[config.mk]
export PLATFORM = sky130hd
export DESIGN_NAME = vfv_queue
export DESIGN_NICKNAME = d
export VERILOG_FILES = /design/src/hw/rtl/vfv_pkg.sv /design/src/hw/rtl/vfv_queue.sv
export SDC_FILE = /design/constraint.sdc
export NUM_CORES = 1
export LEC_CHECK = 0
export BUFFER_PORTS_ARGS = -buffer_cell sky130_fd_sc_hd__buf_2
export CAP_MARGIN = 5
export CORE_ASPECT_RATIO = 0.7
export CORE_MARGIN = 2
export CORE_UTILIZATION = 55
export DETAILED_ROUTE_END_ITERATION = 8
export PLACE_DENSITY = 0.95
export SLEW_MARGIN = 20
export SYNTH_ARGS = -nofsm -noshare
export SYNTH_HDL_FRONTEND = slang
export SYNTH_SLANG_ARGS = --single-unit
[constraint.sdc]
create_clock -name clock -period 5.3 [get_ports clock]
set_clock_uncertainty 0.15 [all_clocks]
set_input_delay 1.06 -clock clock [delete_from_list [all_inputs] [get_ports clock]]
set_output_delay 1.06 -clock clock [all_outputs]
set_load 0.005 [all_outputs]
[src/hw/rtl/vfv_pkg.sv]
package vfv_pkg;

   localparam int COORD_W = 4;
   localparam int VOXEL_W = 8;
   localparam int FACE_N = 6;
   localparam int QUEUE_DEPTH = 2;
   localparam int QPTR_W = $clog2(QUEUE_DEPTH);
   localparam int QCNT_W = $clog2(QUEUE_DEPTH + 1);

   typedef logic [VOXEL_W-1:0] voxel_type;
   typedef logic [COORD_W-1:0] coord_type;
   typedef logic [FACE_N-1:0]  face_mask_type;

   // face numbers double as halo plane numbers
   typedef logic [2:0] face_type;
   localparam face_type FACE_XL = 3'd0;
   localparam face_type FACE_XH = 3'd1;
   localparam face_type FACE_ZL = 3'd2;
   localparam face_type FACE_ZH = 3'd3;
   localparam face_type FACE_YL = 3'd4;
   localparam face_type FACE_YH = 3'd5;

   typedef enum logic [1:0] {
      CMD_WRITE = 2'd0,
      CMD_HALO  = 2'd1,
      CMD_QUERY = 2'd2
   } cmd_type;

   typedef enum logic [1:0] {
      JOB_NOP,
      JOB_CHUNK_WR,
      JOB_HALO_WR,
      JOB_QUERY
   } job_kind_type;

   typedef enum logic [1:0] {
      ST_IDLE,
      ST_READ,
      ST_LAST
   } back_state_type;

   typedef struct packed {
      logic [1:0] cmd;
      logic [2:0] side;
      coord_type  x;
      coord_type  y;
      coord_type  z;
      voxel_type  block_value;
   } req_type;

   typedef struct packed {
      face_mask_type face_mask;
      face_mask_type neighbor_dirty;
      logic          self_dirty;
   } rsp_type;

   typedef struct packed {
      job_kind_type  kind;
      face_type      side;
      coord_type     x;
      coord_type     y;
      coord_type     z;
      voxel_type     value;
      face_mask_type at_bound;
   } job_type;

endpackage

[src/hw/rtl/vfv_queue.sv]
module vfv_queue
   import vfv_pkg::*;
(
   input  logic    clock,
   input  logic    reset,
   input  logic    push_valid,
   output logic    push_ready,
   input  job_type push_job,
   output logic    pop_valid,
   input  logic    pop_ready,
   output job_type pop_job
);

   job_type             entries_ff [QUEUE_DEPTH];
   logic [QPTR_W-1:0]   wr_ptr_ff;
   logic [QPTR_W-1:0]   rd_ptr_ff;
   logic [QCNT_W-1:0]   count_ff;
   logic                do_push;
   logic                do_pop;

   assign push_ready = count_ff != QCNT_W'(QUEUE_DEPTH);
   assign pop_valid  = count_ff != '0;
   assign pop_job    = entries_ff[rd_ptr_ff];
   assign do_push    = push_valid && push_ready;
   assign do_pop     = pop_valid && pop_ready;

   always_ff @(posedge clock) begin
      if (reset) begin
         wr_ptr_ff <= '0;
         rd_ptr_ff <= '0;
         count_ff  <= '0;
      end else begin
         if (do_push) wr_ptr_ff <= wr_ptr_ff + 1'b1;
         if (do_pop) rd_ptr_ff <= rd_ptr_ff + 1'b1;
         if (do_push && !do_pop) begin
            count_ff <= count_ff + 1'b1;
         end else if (do_pop && !do_push) begin
            count_ff <= count_ff - 1'b1;
         end
      end
   end

   always_ff @(posedge clock) begin
      if (do_push) entries_ff[wr_ptr_ff] <= push_job;
   end

endmodule

# Word-level counts from Yosys, hierarchy flattened
# Memory sizes are Yosys's and may differ from the RTL's. A register that Yosys moved wholly into a read port is not among the register bits.
# Index checks and enable logic that the tools add are counted.
[totals]
out_inout_bits = 33
in_bits = 35
memories = 1
reg_bits = 4
ram_bits = 62
elab_cells = 23
[memory_table]
columns = ["memory", "words", "word_bits", "read_ports", "rd_clocked_by_memory_dff", "wr", "line_no", "source"]
rows = [
  ["entries_ff", 2, 31, 1, 1, 1, "vfv_queue.sv:14", "job_type entries_ff [QUEUE_DEPTH];"],
]
[op_classes]
add_sub_neg = 4
n_reduce_logical = 8
mux = 6
n_eq_ne = 1
[ops]
columns = ["cell", "n"]
rows = [
  ["logical AND 1 bit", 4],
  ["2-to-1 mux 1 bit", 4],
  ["2-to-1 mux 2 bit", 2],
  ["nonzero test 2 bit", 2],
  ["adder 1 bit, second input constant", 2],
  ["adder 2 x 1 -> 2 bit, second input constant", 1],
  ["zero test 1 bit", 2],
  ["!= test 2 bit, second input constant", 1],
  ["subtractor 2 x 1 -> 2 bit, second input constant", 1],
]

# Depth between registers and ports, before layout
# Gate-level depths: netlist of the first run.
[depth]
word_depth = 6
mapped_depth = 6

# Least setup slack after synthesis of the first run
# OpenSTA, ideal clock, no wires.
[synth_path]
path_kind = "input port to flip-flop"
startpoint = "input port push_valid"
endpoint = "memory entries_ff[1][0] (netlist bit), enable pin"
setup_slack_ps = 2888
cell_stages = 1
n_path_buf = 0
arrival_ps = 1871
cell_sequence = "and3_1"
[synth_via]
elab_chain_cells = 3
[synth_rtl]
columns = ["item", "line_no", "source"]
rows = [
  ["start: declaration", "vfv_queue.sv:6", "input logic push_valid,"],
  ["logical AND 1 bit", "vfv_queue.sv:24", "assign do_push = push_valid && push_ready;"],
  ["2-to-1 mux 1 bit", "vfv_queue.sv:44", "if (do_push) entries_ff[wr_ptr_ff] <= push_job;"],
  ["2-to-1 mux 1 bit (implied by the code)", "vfv_queue.sv:44", ""],
  ["end: declaration", "vfv_queue.sv:14", ""],
]
# No other way between the ends.

==> metrics.txt, run 1 <==
# TYPE chip_impl_metric gauge
chip_impl_metric{name="chipWidth",unit="um"} 83.75
chip_impl_metric{name="synthAdderAreaFrac",unit="%"} 0.5110
chip_impl_info{name="grt_setup_unrepaired",value="no"} 1
chip_impl_metric{name="first_global_vias",unit=""} 1342
chip_impl_info{name="cts_tree",value="yes"} 1
chip_impl_metric{name="timing.final.hold_violations",unit=""} 0
chip_impl_metric{name="crit_path_max_fanout",unit=""} 17
chip_impl_metric{name="final-max-slew-violation-count",unit=""} 0
chip_impl_metric{name="placement_rows",unit=""} 20
chip_impl_metric{name="asyncSetResetFlopFracSynth",unit="%"} 0
chip_impl_metric{name="leakage",unit="uW"} 0.001160
chip_impl_metric{name="synth_compound_gate_area_share",unit="%"} 1.226
chip_impl_metric{name="remaining_max_slew_budget_at_the_tightest_pin",unit="%"} 48.53
chip_impl_metric{name="post-place-ws",unit="ns"} 2.423
chip_impl_metric{name="yosysUniqueCellTypes",unit=""} 17
chip_impl_metric{name="routed_wirelength",unit="mm"} 4.208
chip_impl_metric{name="drt-initial-drc-count",unit=""} 77
chip_impl_metric{name="multi_input_area",unit="um^2"} 467.9
chip_impl_metric{name="clk_pin_slew",unit="ns"} 0.06
chip_impl_info{name="top_post_synthesis_cells_by_area",value="sky130_fd_sc_hd__edfxtp_1 (76%), sky130_fd_sc_hd__mux2_2 (14%), sky130_fd_sc_hd__dfxtp_1 (4.1%)"} 1
chip_impl_metric{name="dp.cells",unit=""} 241
chip_impl_metric{name="drt-wirelength-per-cell",unit="um"} 16.37
chip_impl_metric{name="synth_simple_gate_area_share",unit="%"} 2.044
chip_impl_metric{name="reg2reg_depth",unit=""} 5
chip_impl_metric{name="final_nets",unit=""} 233
chip_impl_metric{name="cts_hold_buf",unit=""} 0
chip_impl_info{name="cts.root.buffer_cell",value="sky130_fd_sc_hd__clkbuf_8"} 1
chip_impl_metric{name="place_hpwl",unit="mm"} 2.813
chip_impl_metric{name="numPortBuffers",unit=""} 67
chip_impl_metric{name="report.final.setup_viol",unit=""} 0
chip_impl_info{name="dominantRegCellSynth",value="sky130_fd_sc_hd__edfxtp_1"} 1
chip_impl_info{name="dominant_combinational_cell_family_by_area_after_synthesis",value="multiplexers"} 1
chip_impl_metric{name="synthXorXnorAreaFrac",unit="%"} 1.073
chip_impl_metric{name="worst_slew_pin_slew",unit="ns"} 0.7709
chip_impl_info{name="criticalPathCategory",value="reg -> out"} 1
chip_impl_metric{name="diodes",unit=""} 0
chip_impl_metric{name="detail_route.first_pass.iterations",unit=""} 4
chip_impl_metric{name="fraction_of_final_layout_cells_with_drive_strength_greater_than_1",unit="%"} 57.92
chip_impl_metric{name="synth_seq_cells",unit=""} 67
chip_impl_metric{name="clk-insertion-delay-late",unit="ns"} 0.33
chip_impl_metric{name="netSwitchingFraction",unit="%"} 25.63
chip_impl_metric{name="route.vias.total",unit=""} 1325
chip_impl_metric{name="grtUsageTotal",unit="%"} 18.62
chip_impl_metric{name="crit_arrival",unit="ns"} 2.02
chip_impl_info{name="hold_end",value="count_ff[1]"} 1
chip_impl_metric{name="cts_resized",unit=""} 0
chip_impl_info{name="reg2reg_to",value="count_ff[1]"} 1
chip_impl_metric{name="synth.mux.area_fraction",unit="%"} 14.26
chip_impl_metric{name="layout.area.seq",unit="um^2"} 1962
chip_impl_metric{name="grt_antenna_before_repair",unit=""} 0
chip_impl_metric{name="areaGrowthSynthToFinish",unit="%"} 24.02
chip_impl_metric{name="htreeDepth",unit=""} 3
chip_impl_metric{name="core_region_area",unit="um^2"} 4304
chip_impl_metric{name="min_path_cells",unit=""} 2
chip_impl_metric{name="fp.dieH",unit="um"} 59.83
chip_impl_info{name="post_synth_most_frequent_cells",value="sky130_fd_sc_hd__edfxtp_1 (62), sky130_fd_sc_hd__mux2_2 (31), sky130_fd_sc_hd__dfxtp_1 (5)"} 1
chip_impl_info{name="synth_most_common_cell",value="sky130_fd_sc_hd__edfxtp_1"} 1
chip_impl_metric{name="io_pins",unit=""} 68
chip_impl_metric{name="cellInternalPower",unit="uW"} 1043
chip_impl_metric{name="comb_power_share",unit="%"} 22.1
chip_impl_info{name="worst_r2r_start",value="count_ff[0]"} 1
chip_impl_metric{name="gp_routability_congestion",unit=""} 0.7070
chip_impl_metric{name="synth_warnings",unit=""} 0
chip_impl_info{name="synthDominantAreaCellType",value="sky130_fd_sc_hd__edfxtp_1"} 1
chip_impl_metric{name="cell_area_after_technology_mapping",unit="um^2"} 2449
chip_impl_info{name="critical_path.startpoint_type",value="flip-flop"} 1
chip_impl_metric{name="layout_worst_path_cycle_share",unit="%"} 60.95
chip_impl_metric{name="max_freq",unit="GHz"} 0.3095
chip_impl_metric{name="max-cap-violations",unit=""} 0
chip_impl_info{name="status",value="finished, final reports clean"} 1
chip_impl_metric{name="vdd_ir_drop_max",unit="mV"} 0.2983
chip_impl_metric{name="synth_enable_flop_cells",unit=""} 62
chip_impl_metric{name="fill_cells",unit=""} 288
chip_impl_metric{name="layout_min_cycle_time",unit="ns"} 3.231
chip_impl_metric{name="avgViaCountPerCell",unit=""} 5.156
chip_impl_metric{name="setup-tns-final",unit="ns"} 0
chip_impl_metric{name="cp_data_required_time",unit="ns"} 4.09
chip_impl_metric{name="power.clock.fraction",unit="%"} 27.8
chip_impl_metric{name="seqPwrFrac",unit="%"} 50.2
chip_impl_metric{name="route.detailed.drc",unit=""} 0
chip_impl_metric{name="fin_ws",unit="ns"} 2.069
chip_impl_metric{name="synth_top_area_share",unit="%"} 76.03
chip_impl_metric{name="power_density",unit="nW/um^2"} 461.7
chip_impl_metric{name="first_pass_grt_wire_length",unit="mm"} 6.534
chip_impl_metric{name="clk_path_buf_depth",unit=""} 2
chip_impl_metric{name="yosysSeqAreaShare",unit="%"} 80.12
chip_impl_metric{name="syn_inst",unit=""} 120
chip_impl_info{name="end_kind",value="output pin"} 1
chip_impl_metric{name="overflow",unit=""} 0
chip_impl_metric{name="cts_inserted_buffers",unit=""} 9
chip_impl_metric{name="postCtsSetupBuffers",unit=""} 0
chip_impl_metric{name="start_util",unit="%"} 56.89
chip_impl_metric{name="clock_sinks",unit=""} 67
chip_impl_info{name="timing.hold.worst.class",value="reg -> reg"} 1
chip_impl_metric{name="grt_start_max_net_pins",unit=""} 32
chip_impl_metric{name="postLayoutCoreUtil",unit="%"} 70.55
chip_impl_metric{name="p_switching",unit="uW"} 359.3
chip_impl_metric{name="fin_cells",unit=""} 257
chip_impl_info{name="hold_path_startpoint",value="count_ff[1]"} 1
chip_impl_metric{name="ant_nets",unit=""} 0
chip_impl_metric{name="fp.dieArea",unit="um^2"} 5010
chip_impl_metric{name="syn_nets",unit=""} 156
chip_impl_metric{name="ff2ff_setup_slack",unit="ns"} 3.48
chip_impl_metric{name="syn_avg_cell_area",unit="um^2"} 20.40
==> worst max-delay path, stage by stage, from the launching register on <==
cell and delay, ns:
sky130_fd_sc_hd__dfxtp_1 0.82, sky130_fd_sc_hd__buf_4 0.36, sky130_fd_sc_hd__mux2_2 0.37, sky130_fd_sc_hd__buf_2 0.13
==> per-stage QoR <==
step                power [uW]  hold WS, ns  cell area [um^2]
floorplan                891.4       0.3205              2449
global placement          1014       0.3341              2853
detailed placement        1026       0.3770              2853
CTS                       1418       0.3888              3037
global route              1477       0.4120              3037
finish                    1402       0.3914              3037
==> per-layer routing <==
metal	GRT usage (%)	up-vias	routed length [um]
met4	7.604	0	35
met2	29.49	52	2109
met5	0	-	0
li1	-	615	-
met1	22.15	654	1781
met3	9.530	4	282
==> final cells by class <==
cell class | instances | share of cell area, %
Tap cell | 55 | 2.266
Sequential cell | 67 | 64.61
Clock inverter | 6 | 1.854
Clock buffer | 10 | 4.203
Multi-Input combinational cell | 49 | 15.41
Inverter | 1 | 0.1236
Timing Repair Buffer | 69 | 11.54
==> cells in the final DEF (no fill, tap or decap), types with 2 or more instances in the layout <==
cell type and instances:
sky130_fd_sc_hd__a21oi_1 2, sky130_fd_sc_hd__buf_2 67, sky130_fd_sc_hd__buf_4 2, sky130_fd_sc_hd__clkbuf_8 9, sky130_fd_sc_hd__clkinv_2 3, sky130_fd_sc_hd__dfxtp_1 5
sky130_fd_sc_hd__edfxtp_1 62, sky130_fd_sc_hd__mux2_2 31, sky130_fd_sc_hd__nor2_1 3, sky130_fd_sc_hd__o21ai_0 2, sky130_fd_sc_hd__xor2_1 3
==> logic make-up after synthesis <==
family          Yosys count
buf+inv                   4
xor+xnor                  3
compound gates            5
mux                      31
fa+ha+maj                 1
simple gates              9
flops                    67
==> power by group through the flow <==
stage | logic [uW] | clock network [uW] | registers (uW)
2_1_floorplan | 200 | 0 | 691
3_3_place_gp | 304 | 0 | 711
3_5_place_dp | 310 | 0 | 715
4_1_cts | 313 | 399 | 705
5_1_grt | 338 | 428 | 711
6_report | 309 | 389 | 704
==> sequential cells by signal (all words and copies together) (netlist names), named ones only <==
name        cells
wr_ptr_ff       1
rd_ptr_ff       1
count_ff        2
entries_ff     62
==> how the worst max path moves through the flow <==
stage	from	to	slack [ns]	depth (start not counted)
6_report	flip-flop	pop_job[23]	2.07	3
5_1_grt	flip-flop	pop_job[17]	1.95	3
4_1_cts	flip-flop	pop_job[29]	2.03	3
3_5_place_dp	flip-flop	pop_job[29]	2.42	3
3_3_place_gp	flip-flop	pop_job[23]	2.45	3
2_1_floorplan	push_valid	entries_ff[1][0]	2.89	1
Note: power is estimated with default switching activity, not from simulation.
==> run 2, diff against run 1 <==
- CORE_UTILIZATION: 55 -> 51
- PLACE_DENSITY: 0.95 -> 0.9
- clock period: 5.3 -> 3.05 ns (I/O delays scaled with it)
==> run 2 against run 1 <==
Global-route usage is 3.9 points lower; sequential share of layout area stayed put; critical endpoint is now pop_job[10]; via count is 3.8% lower; clock power is 53% higher; highest routed layer unchanged; largest power group unchanged; largest cell class unchanged.
==> metrics.txt, run 2 (synthesis gave the netlist of run 1 again) <==
# TYPE chip_impl_metric gauge
chip_impl_metric{name="gp_routability_congestion",unit=""} 0.6614
chip_impl_metric{name="layout_worst_path_cycle_share",unit="%"} 80.64
chip_impl_info{name="hold_path_startpoint",value="push_job[7]"} 1
chip_impl_metric{name="first_pass_grt_wire_length",unit="mm"} 5.513
chip_impl_metric{name="multi_input_area",unit="um^2"} 467.9
chip_impl_metric{name="ant_nets",unit=""} 0
chip_impl_metric{name="first_global_vias",unit=""} 1224
chip_impl_metric{name="diodes",unit=""} 0
chip_impl_metric{name="fp.dieH",unit="um"} 61.97
chip_impl_metric{name="final_nets",unit=""} 234
chip_impl_info{name="cts_tree",value="yes"} 1
chip_impl_metric{name="route.vias.total",unit=""} 1275
chip_impl_metric{name="largest_register_ffs",unit=""} 62
chip_impl_metric{name="ff2ff_setup_slack",unit="ns"} 1.25
chip_impl_metric{name="grt_antenna_before_repair",unit=""} 0
chip_impl_metric{name="fin_hold_ws",unit="ns"} 0.3150
chip_impl_metric{name="postLayoutCoreUtil",unit="%"} 64.57
chip_impl_info{name="cts.root.buffer_cell",value="sky130_fd_sc_hd__clkbuf_8"} 1
chip_impl_metric{name="route.detailed.drc",unit=""} 0
chip_impl_metric{name="placement_rows",unit=""} 21
chip_impl_info{name="final_common_cell",value="sky130_fd_sc_hd__buf_2"} 1
chip_impl_metric{name="clk_path_buf_depth",unit=""} 2
chip_impl_metric{name="clk-insertion-delay-late",unit="ns"} 0.33
chip_impl_metric{name="postCtsSetupBuffers",unit=""} 0
chip_impl_metric{name="routed_wirelength",unit="mm"} 3.877
chip_impl_metric{name="place_area",unit="um^2"} 2875
chip_impl_metric{name="worst_slew_pin_slew",unit="ns"} 0.5079
chip_impl_metric{name="power_density",unit="nW/um^2"} 775.0
chip_impl_metric{name="vdd_ir_drop_max",unit="mV"} 0.5474
chip_impl_info{name="grt_setup_unrepaired",value="no"} 1
chip_impl_metric{name="layout_min_cycle_time",unit="ns"} 2.459
chip_impl_metric{name="max_freq",unit="GHz"} 0.4066
chip_impl_metric{name="crit_path_max_fanout",unit=""} 21
chip_impl_info{name="final_cell_mix",value="sky130_fd_sc_hd__buf_2 (67), sky130_fd_sc_hd__edfxtp_1 (62), sky130_fd_sc_hd__mux2_2 (31)"} 1
chip_impl_metric{name="fp.dieArea",unit="um^2"} 5380
chip_impl_metric{name="drt-initial-drc-count",unit=""} 38
chip_impl_metric{name="max-cap-violations",unit=""} 0
chip_impl_info{name="largestRegisters",value="entries_ff (62), count_ff (2)"} 1
chip_impl_metric{name="setup-tns-final",unit="ns"} 0
chip_impl_metric{name="fraction_of_final_layout_cells_with_drive_strength_greater_than_1",unit="%"} 57.64
chip_impl_metric{name="numPortBuffers",unit=""} 67
chip_impl_metric{name="min_path_cells",unit=""} 1
chip_impl_metric{name="layout.area.seq",unit="um^2"} 1962
chip_impl_info{name="status",value="finished, final reports clean"} 1
chip_impl_info{name="hold_end",value="entries_ff[0][7]"} 1
chip_impl_metric{name="htreeDepth",unit=""} 3
chip_impl_metric{name="overflow",unit=""} 0
chip_impl_metric{name="final-max-slew-violation-count",unit=""} 0
chip_impl_metric{name="clock_sinks",unit=""} 67
chip_impl_metric{name="clk_pin_slew",unit="ns"} 0.07
chip_impl_metric{name="detail_route.first_pass.iterations",unit=""} 3
chip_impl_metric{name="dp.cells",unit=""} 244
chip_impl_info{name="worst_r2r_start",value="count_ff[0]"} 1
chip_impl_metric{name="reg2reg_depth",unit=""} 5
chip_impl_metric{name="leakage",unit="uW"} 0.001156
chip_impl_info{name="timing.hold.worst.class",value="in -> reg"} 1
chip_impl_metric{name="crit_arrival",unit="ns"} 1.70
chip_impl_metric{name="fin_cells",unit=""} 260
chip_impl_metric{name="grtUsageTotal",unit="%"} 14.77
chip_impl_metric{name="report.final.setup_viol",unit=""} 0
chip_impl_metric{name="final_design_area_no_fill",unit="um^2"} 3037
chip_impl_info{name="reg2reg_to",value="count_ff[1]"} 1
chip_impl_info{name="criticalPathCategory",value="reg -> out"} 1
chip_impl_info{name="end_kind",value="output pin"} 1
chip_impl_metric{name="remaining_max_slew_budget_at_the_tightest_pin",unit="%"} 66.09
chip_impl_metric{name="timing.final.hold_violations",unit=""} 0
chip_impl_metric{name="cp_data_required_time",unit="ns"} 2.29
chip_impl_metric{name="cts_resized",unit=""} 0
chip_impl_metric{name="grt_start_max_net_pins",unit=""} 32
chip_impl_info{name="registers.top_by_ff_count",value="entries_ff"} 1
chip_impl_metric{name="fill_cells",unit=""} 358
chip_impl_metric{name="io_pins",unit=""} 68
chip_impl_metric{name="drt-wirelength-per-cell",unit="um"} 14.91
chip_impl_metric{name="cts_hold_buf",unit=""} 0
chip_impl_info{name="critical_path.startpoint_type",value="flip-flop"} 1
chip_impl_metric{name="chipWidth",unit="um"} 86.82
chip_impl_metric{name="cts_inserted_buffers",unit=""} 9
chip_impl_metric{name="areaGrowthSynthToFinish",unit="%"} 24.02
chip_impl_metric{name="place_hpwl",unit="mm"} 2.612
chip_impl_metric{name="start_util",unit="%"} 52.06
chip_impl_metric{name="avgViaCountPerCell",unit=""} 4.904
chip_impl_metric{name="core_region_area",unit="um^2"} 4703
## run 2: cell count changes in the layout (fill, tap and decap cells not counted), sizes merged
cell and delta:
bufinv -1, clkinvlp +1, buf +1
## run 2: area by class of cell
| type | count | share of cell area (%) |
|---|---|---|
| well taps | 57 | 2.349 |
| inverters | 1 | 0.1236 |
| multi-input cells | 49 | 15.41 |
| repair buffers | 70 | 12.20 |
| clock inverters | 6 | 1.112 |
| flip-flops and latches | 67 | 64.61 |
| clock buffers | 10 | 4.203 |
## run 2: per-layer routing
layer	vias up	track usage, %	share of wire (%)
li1	620	-	-
met1	606	16.61	44
met2	44	23.77	48
met3	5	7.266	7.5
met4	0	8.036	1.0
met5	-	0	0
## run 2: per-stage QoR
stage                     power, uW  setup slack [ns]
after floorplan                1549             1.088
after global placement         1775            0.9213
after detailed placement       1790            0.9190
after CTS                      2388            0.5550
after global routing           2483            0.4768
final                          2353            0.5905
## run 2: worst max-delay path by stage
stage	endpoint	cells after the start	startpoint
global route	pop_job[10]	3	flip-flop
global placement	pop_job[10]	3	flip-flop
finish	pop_job[10]	3	flip-flop
floorplan	entries_ff[1][0]	1	push_valid
CTS	pop_job[10]	3	flip-flop
detailed placement	pop_job[10]	3	flip-flop
## run 2: worst max-delay path, cell delays in order (launching register included)
cell and delay [ns]:
sky130_fd_sc_hd__dfxtp_1 0.64, sky130_fd_sc_hd__buf_12 0.24, sky130_fd_sc_hd__mux2_2 0.36, sky130_fd_sc_hd__buf_2 0.13
## run 2: power breakdown
part | internal, uW | total [uW] | switching [uW]
combinational | 305 | 551 | 246
clock | 287 | 594 | 306
sequential | 1150 | 1210 | 57.8
